<file path="src/hdl/eth_rxc_pkg.sv">
// Shared types and constants for the receive classifier and ARP responder.
`timescale 1ns / 1ps
package eth_rxc_pkg;

	localparam int PORT_SLOTS = 4;

	// frame layout (byte offsets from destination MAC)
	localparam int TYPE_POS     = 12;
	localparam int ARP_OP_POS   = 20;
	localparam int IP_HDR_POS   = 'h14;
	localparam int IP_PROTO_POS = IP_HDR_POS + 3;
	localparam int SHA_POS      = 22;
	localparam int SPA_POS      = 28;
	localparam int UDP_PORT_POS = 'h24;
	localparam int TPA_POS      = 38;
	localparam int REPLY_LEN    = 'h2A;

	localparam int IDX_W       = 6;
	localparam int REPLY_IDX_W = $clog2(REPLY_LEN);

	localparam logic [15:0] ETYPE_ARP  = 16'h0806;
	localparam logic [15:0] ETYPE_IPV4 = 16'h0800;
	localparam logic [15:0] ARP_OP_REQ = 16'h0001;
	localparam logic [7:0]  IP_PROTO_UDP = 8'd17;

	// configuration port
	localparam int CFG_REGS   = 2 + PORT_SLOTS;
	localparam int CFG_IDX_W  = $clog2(CFG_REGS);
	localparam int CFG_DATA_W = 48;
	localparam int CFG_OUR_IP     = 0;
	localparam int CFG_OUR_MAC    = 1;
	localparam int CFG_PORT_SLOT0 = 2;

	localparam logic [31:0] OUR_IP_RESET = 32'hC0A8_010A;

	localparam int QUEUE_DEPTH = 2;

	typedef enum logic [2:0] {
		VERDICT_UDP_DELIVERED = 3'd0,
		VERDICT_ARP_REPLIED   = 3'd1,
		VERDICT_ARP_IGNORED   = 3'd2,
		VERDICT_UNKNOWN_TYPE  = 3'd3,
		VERDICT_NOT_UDP       = 3'd4,
		VERDICT_NO_PORT       = 3'd5,
		VERDICT_SHORT         = 3'd6
	} verdict_t;

	typedef logic [PORT_SLOTS-1:0][15:0] port_slots_t;

	// one classified frame, handed from front to back
	typedef struct packed {
		logic        reply;
		verdict_t    verdict;
		logic [1:0]  slot;
		logic [47:0] sender_hw;
		logic [31:0] sender_pa;
		logic [31:0] target_pa;
	} job_t;

endpackage

</file>
<file path="src/hdl/eth_rxc_if.sv">
// Valid/ready channel interfaces for received bytes and result items.
`timescale 1ns / 1ps
interface eth_rxc_rx_if;
	logic       valid;
	logic       ready;
	logic [7:0] rx_byte;
	logic       frame_end;

	modport source (output valid, rx_byte, frame_end, input ready);
	modport sink   (input valid, rx_byte, frame_end, output ready);
endinterface

interface eth_rxc_tx_if;
	logic       valid;
	logic       ready;
	logic       kind;
	logic [7:0] tx_byte;
	logic       tx_last;
	logic [2:0] verdict;
	logic [1:0] port_slot;
	logic       result_last;

	modport source (output valid, kind, tx_byte, tx_last, verdict, port_slot, result_last,
		input ready);
	modport sink   (input valid, kind, tx_byte, tx_last, verdict, port_slot, result_last,
		output ready);
endinterface

</file>
<file path="src/hdl/eth_rxc_front.sv">
// Front end: byte capture of header fields and frame classification.
`timescale 1ns / 1ps
module eth_rxc_front
	import eth_rxc_pkg::*;
(
	input  logic           clk,
	input  logic           arst_n,
	eth_rxc_rx_if.sink     rx,
	input  logic           q_full,
	input  logic [31:0]    our_ip,
	input  port_slots_t    port_slot,
	output logic           job_valid,
	output job_t           job
);

	logic [IDX_W-1:0] idx_q;
	logic [15:0] ether_type_q, arp_op_q, dest_port_q;
	logic [7:0]  ip_proto_q;
	logic [47:0] sha_q;
	logic [31:0] spa_q, tpa_q;

	logic [15:0] ether_type_n, arp_op_n, dest_port_n;
	logic [7:0]  ip_proto_n;
	logic [47:0] sha_n;
	logic [31:0] spa_n, tpa_n;

	logic       accept;
	logic       hit;
	logic [1:0] hit_slot;
	logic [7:0] b;
	int         i;

	assign rx.ready = !q_full;
	assign accept   = rx.valid && rx.ready;
	assign b        = rx.rx_byte;
	assign i        = int'(idx_q);

	always_comb begin
		ether_type_n = ether_type_q;
		arp_op_n     = arp_op_q;
		dest_port_n  = dest_port_q;
		ip_proto_n   = ip_proto_q;
		sha_n        = sha_q;
		spa_n        = spa_q;
		tpa_n        = tpa_q;
		if (i >= TYPE_POS && i < TYPE_POS + 2) ether_type_n = {ether_type_q[7:0], b};
		if (i == IP_PROTO_POS) ip_proto_n = b;
		if (i >= UDP_PORT_POS && i < UDP_PORT_POS + 2) dest_port_n = {dest_port_q[7:0], b};
		if (i >= ARP_OP_POS && i < ARP_OP_POS + 2) arp_op_n = {arp_op_q[7:0], b};
		if (i >= SHA_POS && i < SHA_POS + 6) sha_n = {sha_q[39:0], b};
		if (i >= SPA_POS && i < SPA_POS + 4) spa_n = {spa_q[23:0], b};
		if (i >= TPA_POS && i < REPLY_LEN) tpa_n = {tpa_q[23:0], b};
	end

	// lowest nonzero matching slot wins
	always_comb begin
		hit      = 1'b0;
		hit_slot = '0;
		for (int s = PORT_SLOTS - 1; s >= 0; s--) begin
			if (port_slot[s] != '0 && port_slot[s] == dest_port_n) begin
				hit      = 1'b1;
				hit_slot = 2'(s);
			end
		end
	end

	// i is the index of the final byte (held at 63 once reached), so frame length is at least i + 1
	always_comb begin
		job.reply     = 1'b0;
		job.slot      = '0;
		job.sender_hw = sha_n;
		job.sender_pa = spa_n;
		job.target_pa = tpa_n;
		if (i < TYPE_POS + 1) begin
			job.verdict = VERDICT_SHORT;
		end else if (ether_type_n == ETYPE_ARP) begin
			if (i < REPLY_LEN - 1) begin
				job.verdict = VERDICT_SHORT;
			end else if (arp_op_n == ARP_OP_REQ && tpa_n == our_ip) begin
				job.verdict = VERDICT_ARP_REPLIED;
				job.reply   = 1'b1;
			end else begin
				job.verdict = VERDICT_ARP_IGNORED;
			end
		end else if (ether_type_n == ETYPE_IPV4) begin
			if (i < IP_PROTO_POS) begin
				job.verdict = VERDICT_SHORT;
			end else if (ip_proto_n != IP_PROTO_UDP) begin
				job.verdict = VERDICT_NOT_UDP;
			end else if (i < UDP_PORT_POS + 1) begin
				job.verdict = VERDICT_SHORT;
			end else if (hit) begin
				job.verdict = VERDICT_UDP_DELIVERED;
				job.slot    = hit_slot;
			end else begin
				job.verdict = VERDICT_NO_PORT;
			end
		end else begin
			job.verdict = VERDICT_UNKNOWN_TYPE;
		end
	end

	assign job_valid = accept && rx.frame_end;

	always_ff @(posedge clk or negedge arst_n) begin
		if (!arst_n) begin
			idx_q <= '0;
		end else if (accept) begin
			if (rx.frame_end) idx_q <= '0;
			else if (idx_q != '1) idx_q <= idx_q + 1'b1;
		end
	end

	// fields are fully rewritten before any verdict that reads them
	always_ff @(posedge clk) begin
		if (accept) begin
			ether_type_q <= ether_type_n;
			arp_op_q     <= arp_op_n;
			dest_port_q  <= dest_port_n;
			ip_proto_q   <= ip_proto_n;
			sha_q        <= sha_n;
			spa_q        <= spa_n;
			tpa_q        <= tpa_n;
		end
	end

endmodule

</file>
<file path="src/hdl/eth_rxc_queue.sv">
// Short job queue between classifier front end and reply back end.
`timescale 1ns / 1ps
module eth_rxc_queue
	import eth_rxc_pkg::*;
(
	input  logic clk,
	input  logic arst_n,
	input  logic push,
	input  job_t push_job,
	input  logic pop,
	output logic full,
	output logic empty,
	output job_t head
);

	localparam int PTR_W = (QUEUE_DEPTH > 1) ? $clog2(QUEUE_DEPTH) : 1;
	localparam int CNT_W = $clog2(QUEUE_DEPTH + 1);

	job_t             mem_q [QUEUE_DEPTH];
	logic [PTR_W-1:0] wr_ptr_q, rd_ptr_q;
	logic [CNT_W-1:0] count_q;

	assign full  = count_q == CNT_W'(QUEUE_DEPTH);
	assign empty = count_q == '0;
	assign head  = mem_q[rd_ptr_q];

	always_ff @(posedge clk or negedge arst_n) begin
		if (!arst_n) begin
			wr_ptr_q <= '0;
			rd_ptr_q <= '0;
			count_q  <= '0;
		end else begin
			if (push) begin
				wr_ptr_q <= (wr_ptr_q == PTR_W'(QUEUE_DEPTH - 1)) ? '0 : wr_ptr_q + 1'b1;
			end
			if (pop) begin
				rd_ptr_q <= (rd_ptr_q == PTR_W'(QUEUE_DEPTH - 1)) ? '0 : rd_ptr_q + 1'b1;
			end
			if (push && !pop) count_q <= count_q + 1'b1;
			else if (pop && !push) count_q <= count_q - 1'b1;
		end
	end

	always_ff @(posedge clk) begin
		if (push) mem_q[wr_ptr_q] <= push_job;
	end

endmodule

</file>
<file path="src/hdl/eth_rxc_back.sv">
// Back end: streams ARP reply bytes and the verdict for each queued job.
`timescale 1ns / 1ps
module eth_rxc_back
	import eth_rxc_pkg::*;
(
	input  logic           clk,
	input  logic           arst_n,
	input  logic [47:0]    our_mac,
	input  logic           q_empty,
	input  job_t           head,
	output logic           pop,
	eth_rxc_tx_if.source   tx
);

	logic [0:REPLY_LEN-1][7:0] reply_bytes;
	logic [REPLY_IDX_W-1:0]    k_q;
	logic                      out_valid_q;
	logic                      kind_q, tx_last_q, result_last_q;
	logic [7:0]                tx_byte_q;
	logic [2:0]                verdict_q;
	logic [1:0]                slot_q;
	logic                      advance, in_reply, reply_end;

	assign reply_bytes = {
		head.sender_hw, our_mac,
		8'h08, 8'h06, 8'h00, 8'h01, 8'h08, 8'h00, 8'd6, 8'd4, 8'h00, 8'h02,
		our_mac, head.target_pa, head.sender_hw, head.sender_pa
	};

	assign advance   = (!out_valid_q || tx.ready) && !q_empty;
	assign in_reply  = head.reply && (k_q < REPLY_IDX_W'(REPLY_LEN));
	assign reply_end = k_q == REPLY_IDX_W'(REPLY_LEN - 1);
	assign pop       = advance && !in_reply;

	always_ff @(posedge clk or negedge arst_n) begin
		if (!arst_n) begin
			out_valid_q <= 1'b0;
			k_q         <= '0;
		end else begin
			if (advance) out_valid_q <= 1'b1;
			else if (tx.ready) out_valid_q <= 1'b0;
			if (advance) begin
				if (in_reply) k_q <= k_q + 1'b1;
				else k_q <= '0;
			end
		end
	end

	always_ff @(posedge clk) begin
		if (advance) begin
			if (in_reply) begin
				kind_q        <= 1'b1;
				tx_byte_q     <= reply_bytes[k_q];
				tx_last_q     <= reply_end;
				verdict_q     <= '0;
				slot_q        <= '0;
				result_last_q <= 1'b0;
			end else begin
				kind_q        <= 1'b0;
				tx_byte_q     <= '0;
				tx_last_q     <= 1'b0;
				verdict_q     <= head.verdict;
				slot_q        <= head.slot;
				result_last_q <= 1'b1;
			end
		end
	end

	assign tx.valid       = out_valid_q;
	assign tx.kind        = kind_q;
	assign tx.tx_byte     = tx_byte_q;
	assign tx.tx_last     = tx_last_q;
	assign tx.verdict     = verdict_q;
	assign tx.port_slot   = slot_q;
	assign tx.result_last = result_last_q;

endmodule

</file>
<file path="src/hdl/eth_rx_classifier_arp_responder.sv">
// Top level: receive classifier with ARP responder and UDP port filter.
//
//  channel  dir  handshake      payload
//  rx       in   valid/ready    rx_byte[7:0], frame_end
//  tx       out  valid/ready    kind, tx_byte[7:0], tx_last, verdict[2:0], port_slot[1:0],
//                               result_last
//  cfg      in   cfg_we         cfg_index[2:0], cfg_data[47:0]
//
// One rx byte per cycle while rx.ready is high; the frame is classified in the cycle of
// its final byte. Each frame yields one tx transaction, or 43 for an answered ARP request,
// one per cycle while tx.ready is high; the tx output register sets that rate. A two-entry
// job queue lets rx keep running while replies drain; rx.ready drops only when that queue
// is full. Reset restores the register defaults and empties the queue and output stage.
`timescale 1ns / 1ps
module eth_rx_classifier_arp_responder
	import eth_rxc_pkg::*;
(
	input  logic                  clk,
	input  logic                  arst_n,
	eth_rxc_rx_if.sink            rx,
	eth_rxc_tx_if.source          tx,
	input  logic                  cfg_we,
	input  logic [CFG_IDX_W-1:0]  cfg_index,
	input  logic [CFG_DATA_W-1:0] cfg_data
);

	logic [31:0] our_ip_q;
	logic [47:0] our_mac_q;
	port_slots_t port_slot_q;

	logic job_valid, q_full, q_empty, pop;
	job_t job, head;

	always_ff @(posedge clk or negedge arst_n) begin
		if (!arst_n) begin
			our_ip_q    <= OUR_IP_RESET;
			our_mac_q   <= '0;
			port_slot_q <= '0;
		end else if (cfg_we) begin
			if (cfg_index == CFG_IDX_W'(CFG_OUR_IP)) our_ip_q <= cfg_data[31:0];
			if (cfg_index == CFG_IDX_W'(CFG_OUR_MAC)) our_mac_q <= cfg_data[47:0];
			for (int s = 0; s < PORT_SLOTS; s++) begin
				if (cfg_index == CFG_IDX_W'(CFG_PORT_SLOT0 + s)) port_slot_q[s] <= cfg_data[15:0];
			end
		end
	end

	eth_rxc_front u_front (
		.clk       (clk),
		.arst_n    (arst_n),
		.rx        (rx),
		.q_full    (q_full),
		.our_ip    (our_ip_q),
		.port_slot (port_slot_q),
		.job_valid (job_valid),
		.job       (job)
	);

	eth_rxc_queue u_queue (
		.clk      (clk),
		.arst_n   (arst_n),
		.push     (job_valid),
		.push_job (job),
		.pop      (pop),
		.full     (q_full),
		.empty    (q_empty),
		.head     (head)
	);

	eth_rxc_back u_back (
		.clk     (clk),
		.arst_n  (arst_n),
		.our_mac (our_mac_q),
		.q_empty (q_empty),
		.head    (head),
		.pop     (pop),
		.tx      (tx)
	);

endmodule
</file>
<file path="src/flat_wrapper.sv">
// flat-port wrapper written by rule: the top's interface ports become plain ports
module eth_rx_classifier_arp_responder_flat import eth_rxc_pkg::*;
  (clk, arst_n, cfg_we, cfg_index, cfg_data, rx_valid, rx_rx_byte, rx_frame_end, rx_ready, tx_valid, tx_kind, tx_tx_byte, tx_tx_last, tx_verdict, tx_port_slot, tx_result_last, tx_ready);
  eth_rxc_rx_if rx_i ();
  eth_rxc_tx_if tx_i ();
  input  logic clk;
  input  logic arst_n;
  input  logic cfg_we;
  input  logic [CFG_IDX_W-1:0] cfg_index;
  input  logic [CFG_DATA_W-1:0] cfg_data;
  input wire logic [$bits(rx_i.valid)-1:0] rx_valid;
  input wire logic [$bits(rx_i.rx_byte)-1:0] rx_rx_byte;
  input wire logic [$bits(rx_i.frame_end)-1:0] rx_frame_end;
  output wire logic [$bits(rx_i.ready)-1:0] rx_ready;
  output wire logic [$bits(tx_i.valid)-1:0] tx_valid;
  output wire logic [$bits(tx_i.kind)-1:0] tx_kind;
  output wire logic [$bits(tx_i.tx_byte)-1:0] tx_tx_byte;
  output wire logic [$bits(tx_i.tx_last)-1:0] tx_tx_last;
  output wire logic [$bits(tx_i.verdict)-1:0] tx_verdict;
  output wire logic [$bits(tx_i.port_slot)-1:0] tx_port_slot;
  output wire logic [$bits(tx_i.result_last)-1:0] tx_result_last;
  input wire logic [$bits(tx_i.ready)-1:0] tx_ready;
  assign rx_i.valid = rx_valid;
  assign rx_i.rx_byte = rx_rx_byte;
  assign rx_i.frame_end = rx_frame_end;
  assign rx_ready = rx_i.ready;
  assign tx_valid = tx_i.valid;
  assign tx_kind = tx_i.kind;
  assign tx_tx_byte = tx_i.tx_byte;
  assign tx_tx_last = tx_i.tx_last;
  assign tx_verdict = tx_i.verdict;
  assign tx_port_slot = tx_i.port_slot;
  assign tx_result_last = tx_i.result_last;
  assign tx_i.ready = tx_ready;
  eth_rx_classifier_arp_responder u_core (.clk(clk), .arst_n(arst_n), .rx(rx_i), .tx(tx_i), .cfg_we(cfg_we), .cfg_index(cfg_index), .cfg_data(cfg_data));
endmodule
</file>
<file path="config.mk">
export PLATFORM = sky130hd
export DESIGN_NAME = eth_rx_classifier_arp_responder_flat
export DESIGN_NICKNAME = d
export VERILOG_FILES = /design/src/hdl/eth_rxc_pkg.sv /design/src/hdl/eth_rxc_if.sv /design/src/hdl/eth_rxc_front.sv /design/src/hdl/eth_rxc_queue.sv /design/src/hdl/eth_rxc_back.sv /design/src/hdl/eth_rx_classifier_arp_responder.sv /design/src/flat_wrapper.sv
export SDC_FILE = /design/constraint.sdc
export NUM_CORES = 1
export LEC_CHECK = 0
export BUFFER_PORTS_ARGS = -buffer_cell sky130_fd_sc_hd__buf_4
export CAP_MARGIN = 20
export CORE_ASPECT_RATIO = 0.75
export CORE_MARGIN = 2
export CORE_UTILIZATION = 25
export DETAILED_ROUTE_END_ITERATION = 10
export SYNTH_ARGS = -nofsm -noshare
export SYNTH_HDL_FRONTEND = slang
export SYNTH_SLANG_ARGS = --single-unit
export TNS_END_PERCENT = 50
</file>
<file path="constraint.sdc">
create_clock -name clk -period 9.25 [get_ports clk]
set_input_delay 0.925 -clock clk [delete_from_list [all_inputs] [get_ports clk]]
set_output_delay 0.925 -clock clk [all_outputs]
set_load 0.02 [all_outputs]
</file>
==> results of run 1 <==
==> Yosys cell counts, types with 7 or more instances <==
library cell                 n
sky130_fd_sc_hd__a21oi_1    31
sky130_fd_sc_hd__a221oi_1    7
sky130_fd_sc_hd__a222oi_1    8
sky130_fd_sc_hd__buf_1      14
sky130_fd_sc_hd__buf_2      12
sky130_fd_sc_hd__clkbuf_1   61
sky130_fd_sc_hd__dfrtp_1   153
sky130_fd_sc_hd__dfstp_2     8
sky130_fd_sc_hd__edfxtp_1  420
sky130_fd_sc_hd__ha_1        8
sky130_fd_sc_hd__inv_1      69
sky130_fd_sc_hd__mux2_2    246
sky130_fd_sc_hd__mux2i_1    42
sky130_fd_sc_hd__mux4_2     64
sky130_fd_sc_hd__nand2_1    96
sky130_fd_sc_hd__nand2b_1   13
sky130_fd_sc_hd__nand3_1    34
sky130_fd_sc_hd__nand4_1    24
sky130_fd_sc_hd__nor2_1     40
sky130_fd_sc_hd__nor2b_1    12
sky130_fd_sc_hd__nor3_1     18
sky130_fd_sc_hd__nor4_1     29
sky130_fd_sc_hd__o21ai_0    77
sky130_fd_sc_hd__o22ai_1    18
sky130_fd_sc_hd__o31ai_1     8
sky130_fd_sc_hd__or2_2       8
sky130_fd_sc_hd__or3_1       9
sky130_fd_sc_hd__xnor2_1    50
sky130_fd_sc_hd__xor2_1     44
==> cell type report <==
cell class | count | area (sq um) | share of cell area [%]
sequential | 581 | 16700 | 55.3
multi-input combinational | 997 | 8840 | 29.3
tap | 1352 | 1690 | 5.61
clock buffer | 84 | 1640 | 5.44
timing repair buffer | 103 | 774 | 2.57
inverter | 71 | 267 | 0.885
clock inverter | 28 | 258 | 0.855
==> sequential cells by signal, indices dropped and copies added, names as in the netlist, 6 cells and up <==
register and count:
u_core.u_front.tpa_q 32, u_core.our_ip_q 32, u_core.u_queue.mem_q 236, u_core.u_front.arp_op_q 16
u_core.u_front.ether_type_q 16, u_core.u_front.dest_port_q 16, u_core.u_front.ip_proto_q 8, u_core.port_slot_q 64
u_core.u_front.spa_q 32, u_core.u_back.tx.tx_byte 8, u_core.u_front.idx_q 6, u_core.u_back.k_q 6
u_core.our_mac_q 48, u_core.u_front.sha_q 48
==> metrics by stage <==
| stage | power [mW] | cells | setup WS (ns) |
|---|---|---|---|
| floorplan | 4.72 | 1743 | 2.10 |
| global placement | 5.31 | 3103 | 5.44 |
| detailed placement | 5.35 | 3103 | 5.40 |
| CTS | 7.70 | 3215 | 5.38 |
| global route | 7.99 | 3216 | 4.92 |
| finish | 7.63 | 3216 | 5.31 |
==> kinds of logic after synthesis <==
group                      Yosys count
DFF                                581
muxes                              359
and+or+nand+nor                    320
AOI/OAI and AO/OA                  216
buffers and inverters              165
xor gates and xnor gates            94
adders and majority gates            8
==> power by group through the flow <==
| stage | clock, mW | combinational, mW | sequential, mW |
|---|---|---|---|
| 3_5_place_dp | 0 | 1.59 | 3.76 |
| 4_1_cts | 2.39 | 1.59 | 3.72 |
| 6_report | 2.34 | 1.57 | 3.72 |
| 2_1_floorplan | 0 | 1.12 | 3.60 |
| 3_3_place_gp | 0 | 1.55 | 3.76 |
| 5_1_grt | 2.50 | 1.72 | 3.77 |
==> worst register-to-register path, delay by kind of cell, from the launching register on <==
family | cells | cell delay, ns
DFF | 1 | 0.72
AOI/OAI and AO/OA | 1 | 0.29
muxes | 1 | 0.44
and+or+nand+nor | 6 | 2.21
==> cells in the final DEF, fill, tap and decap left out, types with 31 or more instances in the layout <==
master	count
sky130_fd_sc_hd__mux2_2	246
sky130_fd_sc_hd__dfrtp_1	151
sky130_fd_sc_hd__o21ai_0	77
sky130_fd_sc_hd__a21oi_1	31
sky130_fd_sc_hd__edfxtp_1	420
sky130_fd_sc_hd__nor2_1	40
sky130_fd_sc_hd__clkbuf_16	59
sky130_fd_sc_hd__xor2_1	44
sky130_fd_sc_hd__mux4_2	64
sky130_fd_sc_hd__xnor2_1	50
sky130_fd_sc_hd__buf_4	101
sky130_fd_sc_hd__inv_1	69
sky130_fd_sc_hd__nand3_1	34
sky130_fd_sc_hd__nand2_1	96
sky130_fd_sc_hd__mux2i_1	42
==> layer usage <==
metal / track usage (%) / up-vias / wire length [um]
met1: 18.5 / 8008 / 32000
met5: 0 / - / 0
met2: 18.8 / 547 / 29900
met3: 3.09 / 86 / 5390
met4: 3.21 / 0 / 1350
li1: - / 6829 / -
==> worst paths after layout <==
path / endpoint / slack, ns / cells past startpoint
hold / removal: u_core.port_slot_q[50] / 0.26 / 1
min in group clk: u_core.our_mac_q[34] / 0.50 / 1
hold reg to reg: u_core.our_mac_q[34] / 0.50 / 1
setup reg to reg: u_core.u_queue.mem_q[1][113] / 5.31 / 8
max in group asynchronous: u_core.our_mac_q[47] / 7.73 / 2
setup / recovery: u_core.u_queue.mem_q[1][113] / 5.31 / 8
==> reports/summary.json, run 1 <==
{
  "outcome": "finished clean",
  "cells_after_synthesis": 1743,
  "power.combinational.fraction_pct": 20.6,
  "data_arrival_time_of_the_critical_path_ns": 4.28,
  "slew-limit-headroom_pct": 26.1,
  "drcViolationCount": 0,
  "cp_num_buf_inv": 0,
  "peak_vdd_ir_v": 0.000175,
  "detailedRoute.firstPassIterationCount": 6,
  "measured_slew_at_the_worst_slew_check_pin_ns": 1.10,
  "timing_worst_setup_path_type": "register to register",
  "worstSkewPairLatency_ns": 0.64,
  "post_synthesis_share_of_cell_area_spent_on_xor_and_xnor_gates_pct": 3.15,
  "cts-root-to-sink-buffers": 3,
  "final_antenna_net_count": 0,
  "num-nets-final": 1886,
  "cts_made_buffers": 59,
  "synth-edff-count": 420,
  "grt_overflow_total": 0,
  "drt_iter0_drcs": 1565,
  "synth-adder-area-share_pct": 0.383,
  "yosys.area.top_type_share_pct": 48.3,
  "period_minus_slack_ns": 3.94,
  "delay_heaviest_family_cp": "simple AND/OR/NAND/NOR gates",
  "critPathMaxStageDelay_ns": 0.72,
  "rsz0062_at_grt": "no",
  "cts_tree": "built",
  "postSynthRegisterBits": 581,
  "post_synth_and_or_nand_nor_area_fraction_pct": 6.51,
  "core_area_sq_mm": 0.103,
  "mux_contribution_to_synthesized_area_pct": 18.1,
  "h-tree-depth": 2,
  "setup.worst_path.start_class": "register",
  "post_drt_wl_per_cell_um": 21.4,
  "fillCellCount": 10276,
  "fp.dieW_um": 377,
  "synth-main-ff-cell": "sky130_fd_sc_hd__edfxtp_1",
  "critPathMaxFanout": 34,
  "post_route_cells_drive_above_1_share_pct": 29.3,
  "numPortBuffers": 82,
  "cts_resized": 0,
  "static-leakage-power_nw": 9.70,
  "end_kind": "register",
  "synth-compound-area-share_pct": 5.50,
  "cts.sinks": 581,
  "worstReg2RegStart": "u_core.u_front.idx_q[3]",
  "synth-seq-area-share_pct": 63.7,
  "first_global_vias": 15629,
  "crit_path_cell_trace": "or3b_1, nor2_4, mux2_2, a222oi_1, nand3_1, or4_1, nand4_1, nor3_1",
  "period_utilisation_layout_pct": 42.5,
  "row_count": 102,
  "max_cap_violations": 0,
  "postCtsSetupRepairBufs": 0,
  "synth_top_cells_by_area": "sky130_fd_sc_hd__edfxtp_1 48%, sky130_fd_sc_hd__dfrtp_1 15%, sky130_fd_sc_hd__mux2_2 11%, sky130_fd_sc_hd__mux4_2 5.5%, sky130_fd_sc_hd__xnor2_1 1.7%",
  "finalHoldWorstSlack_ns": 0.260,
  "postSynthNetCount": 1816,
  "via_per_inst": 4.81,
  "dp.final_hpwl_um": 46600,
  "first_pass_grt_wire_length_um": 103000,
  "seq_power_share_pct": 48.7,
  "finalInstanceArea_sq_mm": 0.0301,
  "route.vias.total": 15470,
  "antenna_found_initial": 2,
  "fp.dieArea_sq_mm": 0.107,
  "final_core_util_pct": 29.1,
  "final_max_slew_viol_count": 0,
  "synth_cell_type_count": 79,
  "starting_utilization_of_the_core_area_pct": 25.3,
  "grt_util_all_layers_pct": 12.7,
  "syn_area_sq_mm": 0.0261,
  "timing_hold_violations_final": 0,
  "switching_share_pct": 30.7,
  "fin_worst_skew_ns": 0.0196,
  "fmax_mhz": 254,
  "place.gp.congestion": 0.928,
  "die_y_um": 284,
  "cts_root_buffer": "sky130_fd_sc_hd__clkbuf_16",
  "pwr_density_cell_mw_per_mm2": 253,
  "finalSetupTns_ns": 0,
  "critical_path_required_ns": 9.60,
  "clock_input_transition_at_the_sequential_cells_of_the_worst_setup_and_hold_paths_ns": 0.06,
  "switching_power_of_the_nets_mw": 2.34,
  "synth_area_leader_cell": "sky130_fd_sc_hd__edfxtp_1",
  "min-delay-path-class": "input pin to asynchronous set/reset pin",
  "power.clock.fraction_pct": 30.7,
  "antenna_cells_inserted": 0,
  "post_cts_hold_buffer_count": 0,
  "internal_power_mw": 5.29,
  "slowest_stage": "sky130_fd_sc_hd__dfrtp_1",
  "report.final.setup_viol": 0,
  "synth.yosys.warnings": 0,
  "dominant_combinational_cell_family_by_area_after_synthesis": "multiplexers",
  "routed_wirelength_um": 68700,
  "startpoint": "u_core.u_front.idx_q[3]",
  "grt_start_max_net_pins": 72,
  "area_growth_pct": 15.4,
  "synth_area_per_cell_sq_um": 15.0,
  "ios": 83,
  "async_flop_share_pct": 27.7,
  "placement.cell_area_sq_mm": 0.0282
}
Power figures use the tool's default switching activity.
==> run 2: changes to the inputs <==
ABC_AREA = 1   (was not set)
clock period = 4.09 ns   (was 9.25 ns; I/O delays follow)
==> run 2 against run 1 <==
  * Cell count grew 32%
  * Register-to-register slack lost 4.6 ns
  * Total power grew to 2.6 times the previous value
  * Synthesized area grew 1.1%
  * Worst hold slack lost 0.24 ns
  * Sequential power grew 140%
  * First-iteration DRC count grew 32%
  * Setup slack lost 4.6 ns
  * Critical path depth grew 7
  * Maximum frequency grew 16%
  * Core utilization grew 0.38 points
  * Combinational power grew to 3.6 times the previous value
  * Critical endpoint is now u_core.u_queue.mem_q[0][115]
  * Largest cell class unchanged
==> reports/summary.json, run 2 <==
{
  "place_ws_ns": 0.737,
  "synthTopCellsByCount": "693 x sky130_fd_sc_hd__nand2_1, 420 x sky130_fd_sc_hd__edfxtp_1, 311 x sky130_fd_sc_hd__o21ai_0",
  "report.final.setup_viol": 0,
  "postSynthNetCount": 2734,
  "worstSkewPairLatency_ns": 0.65,
  "setup.worst_path.start_class": "register",
  "route.met3.wl_um": 6910,
  "timing_worst_setup_path_type": "register to register",
  "final_max_slew_viol_count": 0,
  "rsz0062_at_grt": "no",
  "dp.final_hpwl_um": 53700,
  "core_area_sq_mm": 0.105,
  "biggestRegsByFlops": "u_core.u_queue.mem_q (236), u_core.port_slot_q (64)",
  "end_kind": "register",
  "cts_tree": "built",
  "fillCellCount": 10937,
  "cells_after_synthesis": 2661,
  "max_cap_violations": 0,
  "fmax_mhz": 295,
  "synth_top_cells_by_area": "sky130_fd_sc_hd__edfxtp_1 48%, sky130_fd_sc_hd__dfrtp_1 15%, sky130_fd_sc_hd__nand2_1 9.9%, sky130_fd_sc_hd__o21ai_0 5.9%, sky130_fd_sc_hd__nor2_1 3.7%",
  "min-delay-path-class": "input pin to register",
  "fp.dieArea_sq_mm": 0.108,
  "slowest_stage": "sky130_fd_sc_hd__o21ai_1",
  "h-tree-depth": 2,
  "ios": 83,
  "numPortBuffers": 82,
  "yosys.area.top_type_share_pct": 47.8,
  "finalInstanceArea_sq_mm": 0.0310,
  "row_count": 103,
  "area_growth_pct": 17.5,
  "syn_area_sq_mm": 0.0264,
  "grt_start_max_net_pins": 85,
  "fin_worst_skew_ns": 0.0332,
  "pwr_density_cell_mw_per_mm2": 650,
  "place.gp.congestion": 0.932,
  "cts_root_buffer": "sky130_fd_sc_hd__clkbuf_16",
  "critical_path_required_ns": 4.47,
  "first_global_vias": 18745,
  "largest_register_ff_count": 236,
  "wl_met1_um": 36900,
  "route.vias.total": 19916,
  "async_flop_share_pct": 27.7,
  "critPathMaxStageDelay_ns": 0.64,
  "commonest_cells_after_routing_fill_and_taps_aside": "690 x sky130_fd_sc_hd__nand2_1, 420 x sky130_fd_sc_hd__edfxtp_1, 311 x sky130_fd_sc_hd__o21ai_0, 254 x sky130_fd_sc_hd__nor2_1, 228 x sky130_fd_sc_hd__inv_1",
  "first_pass_grt_wire_length_um": 118000,
  "cts.sinks": 581,
  "period_minus_slack_ns": 3.39,
  "synth_area_per_cell_sq_um": 9.92,
  "starting_utilization_of_the_core_area_pct": 25.1,
  "postSynthRegisterBits": 581,
  "outcome": "finished clean",
  "synth.yosys.warnings": 0,
  "drcViolationCount": 0,
  "final_cells": 4230,
  "fp.dieW_um": 379,
  "final.setup.worst_slack_ns": 0.697,
  "placement.cell_area_sq_mm": 0.0288,
  "detailedRoute.firstPassIterationCount": 7,
  "synth-main-ff-cell": "sky130_fd_sc_hd__edfxtp_1",
  "regToRegSetupSlack_ns": 0.70,
  "synth_area_leader_cell": "sky130_fd_sc_hd__edfxtp_1",
  "grt_util_all_layers_pct": 14.2,
  "die_y_um": 285,
  "crit_path_cell_trace": "inv_2, o21ai_1, nand2_1, nand2_1, nand2_1, nor2_1, nand2_1, nor2_1, inv_1, nor2_1, nand2_1, nor2_1, nand3_1, nand2_1, nand2_1",
  "yosysMostFrequentCell": "sky130_fd_sc_hd__nand2_1",
  "num-nets-final": 2834,
  "crit_top_cell": "sky130_fd_sc_hd__nand2_1",
  "timing_hold_violations_final": 0,
  "final_antenna_net_count": 0,
  "period_utilisation_layout_pct": 83.0,
  "measured_slew_at_the_worst_slew_check_pin_ns": 0.939,
  "cts_made_buffers": 61,
  "static-leakage-power_nw": 12.5,
  "synth-seq-area-share_pct": 63.1,
  "synth_cell_type_count": 51,
  "met2_wirelength_um": 33000,
  "routed_wirelength_um": 78300,
  "final_core_util_pct": 29.5,
  "slew-limit-headroom_pct": 36.7,
  "cts-root-to-sink-buffers": 3,
  "critPathMaxFanout": 21,
  "top_signal_layer_used": "met4",
  "place_inst": 4096,
  "post_route_cells_drive_above_1_share_pct": 11.9,
  "max_flop_register": "u_core.u_queue.mem_q",
  "peak_vdd_ir_v": 0.000398,
  "antenna_found_initial": 3,
  "grt_overflow_total": 0,
  "totalPowerFinal_mw": 20.2,
  "drt_iter0_drcs": 2071,
  "synth-edff-count": 420,
  "data_arrival_time_of_the_critical_path_ns": 3.77,
  "via_per_inst": 4.71,
  "clock_input_transition_at_the_sequential_cells_of_the_worst_setup_and_hold_paths_ns": 0.06,
  "post_drt_wl_per_cell_um": 18.5,
  "mostFrequentLayoutCell": "sky130_fd_sc_hd__nand2_1"
}
[run 2: cell count changes in the layout (fill, tap and decap cells not counted), moves of 41 or more]
cell and delta:
sky130_fd_sc_hd__mux2_2 -196, sky130_fd_sc_hd__mux4_2 -64, sky130_fd_sc_hd__xnor2_1 -49, sky130_fd_sc_hd__nand2_1 +594, sky130_fd_sc_hd__inv_1 +159, sky130_fd_sc_hd__o21ai_0 +234
sky130_fd_sc_hd__mux2i_1 -41, sky130_fd_sc_hd__nand3_1 +117, sky130_fd_sc_hd__nor2_1 +214
[run 2: layer usage]
metal  vias to the layer above  GRT usage, %
met1                      9668          21.9
met5                         -             0
met4                         0          3.38
met2                       892          20.5
li1                       9263             -
met3                        93          2.58
[run 2: cells by family after synthesis]
kind of cell    count (synthesis)  share of synthesized area [%]
flops                         581                           63.1
mux                            51                           2.17
compound gates                470                           9.74
xor+xnor                       17                          0.564
simple gates                 1185                           18.7
fa+ha+maj                       8                          0.379
buf+inv                       349                           5.39
[run 2: worst paths after layout]
kind	from	end	cells past startpoint
max	u_core.u_front.idx_q[4]	u_core.u_queue.mem_q[0][115]	15
min	cfg_data[21]	u_core.our_ip_q[21]	3
max reg2reg	u_core.u_front.idx_q[4]	u_core.u_queue.mem_q[0][115]	15
min reg2reg	u_core.u_queue.count_q[0]	u_core.u_queue.count_q[0]	1
max in group asynchronous	arst_n	u_core.our_ip_q[1]	3
min in group asynchronous	arst_n	u_core.u_front.idx_q[0]	2
[run 2: what timing repair did]
action                    in CTS  in global routing
hold endpoints to repair      93                  0
hold buffers                  17                  0
setup buffers                  0                  0
resized for setup              0                  0
[run 2: cell type report]
type	count	area (sq um)	area share, %
diodes	1	2.50	0.00807
clock buffers	74	1600	5.14
clock inverters	40	458	1.48
inverters	235	888	2.86
multi-input cells	1731	8360	26.9
flip-flops and latches	581	16700	53.7
well taps	1417	1770	5.72
repair buffers	151	1280	4.14
[run 2: stage by stage]
step / setup TNS (ns) / hold slack [ns]
3_3_place_gp: 0 / 0.460
4_1_cts: 0 / 0.00193
5_1_grt: 0 / 0.00455
6_report: 0 / 0.0252
2_1_floorplan: -168.75 / 0.113
3_5_place_dp: 0 / 0.464
[run 2: power by group]
group	switching (mW)	leakage, nW	internal, mW
Combinational	3.96	5.55	1.68
Clock	2.37	0.996	3.34
Sequential	0.725	5.92	8.08
[run 2: worst max-delay path, delay by kind of cell (launching register included)]
family	cells	cell delay, ns
buffers and inverters	2	0.18
AND/OR/NAND/NOR	12	1.78
AO/OA/AOI/OAI	1	0.64
flip-flops	1	0.54
==> run 3: changes to the inputs <==
ABC_AREA = 0   (was 1)
clock period = 3.5 ns   (was 4.09 ns; I/O delays follow)
==> run 3 against run 2 <==
  * Sequential share of layout area down 0.10 points
  * Via count down 21%
  * Non-clock buffer count up 26
  * Highest routed layer is now met5
  * Combinational power down 20%
  * Maximum frequency up 0.52%
  * Clock power up 18%
  * Global-route usage down 1.0 points
==> reports/summary.json, run 3 (synthesis results as in run 1) <==
{
  "h-tree-depth": 3,
  "ios": 83,
  "num-nets-final": 1967,
  "cp_num_buf_inv": 0,
  "max_cap_violations": 0,
  "critPathMaxStageDelay_ns": 0.48,
  "timing_hold_violations_final": 0,
  "end_kind": "register",
  "cts_root_buffer": "sky130_fd_sc_hd__clkbuf_16",
  "first_global_vias": 16039,
  "slowest_stage": "sky130_fd_sc_hd__nor4_1",
  "report.final.setup_viol": 0,
  "commonest_cells_after_routing_fill_and_taps_aside": "420 x sky130_fd_sc_hd__edfxtp_1, 246 x sky130_fd_sc_hd__mux2_2, 151 x sky130_fd_sc_hd__dfrtp_1, 137 x sky130_fd_sc_hd__buf_4, 96 x sky130_fd_sc_hd__nand2_1",
  "drcViolationCount": 0,
  "drt_iter0_drcs": 1533,
  "setup.worst_path.start_class": "register",
  "measured_slew_at_the_worst_slew_check_pin_ns": 1.01,
  "critPathMaxFanout": 13,
  "fillCellCount": 10250,
  "fp.dieW_um": 377,
  "fmax_mhz": 296,
  "detailedRoute.firstPassIterationCount": 7,
  "max_flop_register": "u_core.u_queue.mem_q",
  "grt_overflow_total": 0,
  "route.vias.total": 15789,
  "post_route_cells_drive_above_1_share_pct": 30.9,
  "antenna_found_initial": 5,
  "numPortBuffers": 82,
  "fp.dieArea_sq_mm": 0.107,
  "static-leakage-power_nw": 10.2,
  "die_y_um": 284,
  "place_inst": 3147,
  "peak_vdd_ir_v": 0.000400,
  "mostFrequentLayoutCell": "sky130_fd_sc_hd__edfxtp_1",
  "outcome": "finished clean",
  "timing_worst_setup_path_type": "register to register",
  "routed_wirelength_um": 71600,
  "row_count": 102,
  "period_utilisation_layout_pct": 96.4,
  "biggestRegsByFlops": "u_core.u_queue.mem_q (236), u_core.port_slot_q (64)",
  "regToRegSetupSlack_ns": 0.12,
  "grt_start_max_net_pins": 85,
  "first_pass_grt_wire_length_um": 106000,
  "largest_register_ff_count": 236,
  "min-delay-path-class": "input pin to register",
  "via_per_inst": 4.79,
  "slew-limit-headroom_pct": 32.1,
  "crit_path_cell_trace": "or3b_1, a21o_2, mux2_2, xor2_1, nor4_1, nand4_1, nor4_4, nor2_1",
  "rsz0062_at_grt": "no",
  "pwr_density_cell_mw_per_mm2": 674,
  "totalPowerFinal_mw": 20.9,
  "fin_worst_skew_ns": 0.0485,
  "cts.sinks": 581,
  "post_drt_wl_per_cell_um": 21.7,
  "place.gp.congestion": 0.896,
  "period_minus_slack_ns": 3.38,
  "worstSkewPairLatency_ns": 0.63,
  "grt_util_all_layers_pct": 13.2,
  "area_growth_pct": 19.0,
  "delay_heaviest_family_cp": "simple AND/OR/NAND/NOR gates",
  "final_max_slew_viol_count": 0,
  "clock_input_transition_at_the_sequential_cells_of_the_worst_setup_and_hold_paths_ns": 0.06,
  "cts_made_buffers": 66,
  "final_cells": 3298,
  "data_arrival_time_of_the_critical_path_ns": 3.75,
  "cts_tree": "built",
  "core_area_sq_mm": 0.103,
  "cts-root-to-sink-buffers": 3,
  "dp.final_hpwl_um": 49200,
  "critical_path_required_ns": 3.87,
  "starting_utilization_of_the_core_area_pct": 25.3,
  "final_antenna_net_count": 0
}
-- run 3: cell types whose count changed in the layout (fill, tap and decap cells not counted), sizes merged, moves of 64 or more --
cell	before	now
nor2	267	41
mux4	0	64
inv	234	74
nand2	710	96
nand3	160	34
o21ai	333	77
mux2	50	252
-- run 3: path summary, 6_finish.rpt --
| check | startpoint | endpoint | cells after the start |
|---|---|---|---|
| min in group asynchronous | arst_n | u_core.port_slot_q[41] | 2 |
| hold / removal | cfg_data[19] | u_core.our_ip_q[19] | 2 |
| hold reg to reg | u_core.our_mac_q[40] | u_core.our_mac_q[40] | 1 |
| setup / recovery | u_core.u_front.idx_q[1] | u_core.u_queue.mem_q[0][115] | 8 |
| setup reg to reg | u_core.u_front.idx_q[1] | u_core.u_queue.mem_q[0][115] | 8 |
| max in group asynchronous | arst_n | u_core.our_ip_q[21] | 3 |
-- run 3: what timing repair did --
action                                  CTS  global route
hold endpoints to repair                118             0
buffers inserted                          0             1
resized for setup                         0             1
endpoints found under the setup margin    0             6
hold buffers                             30             0
-- run 3: power by group --
part           total (mW)  switching (mW)  internal (mW)
combinational        4.53            2.62           1.91
sequential           9.65           0.931           8.72
clock                6.76            2.82           3.94
-- run 3: final cells by class --
cell class,count,area [sq um],share of cell area (%)
diodes,2,5.00,0.0161
clock buffers,81,1750,5.63
flip-flops and latches,581,16700,53.6
well taps,1352,1690,5.44
repair buffers,177,1520,4.89
inverters,71,267,0.858
clock inverters,37,337,1.08
multi-input cells,997,8850,28.5
-- run 3: per-layer routing --
layer	vias up	global-route usage (%)	share of wire, %
met5	-	0	0.054
met4	6	3.78	2.4
met3	113	3.14	6.9
met2	535	19.4	44
met1	8158	19.2	47
li1	6977	-	-
-- run 3: through the flow --
step | TNS (ns) | area, sq um | setup slack (ns) | utilization, % | hold slack, ns
2_1_floorplan | -100.39 | 26100 | -0.837 | - | 0.0544
3_3_place_gp | 0 | 28700 | 0.0980 | 27.7 | 0.475
3_5_place_dp | 0 | 28700 | 0.00316 | 27.7 | 0.485
4_1_cts | 0 | 31100 | 0.0126 | 30.0 | 0.0114
5_1_grt | 0 | 31100 | 0.0220 | 30.1 | 0.0134
6_report | 0 | 31100 | 0.125 | 30.1 | 0.0420
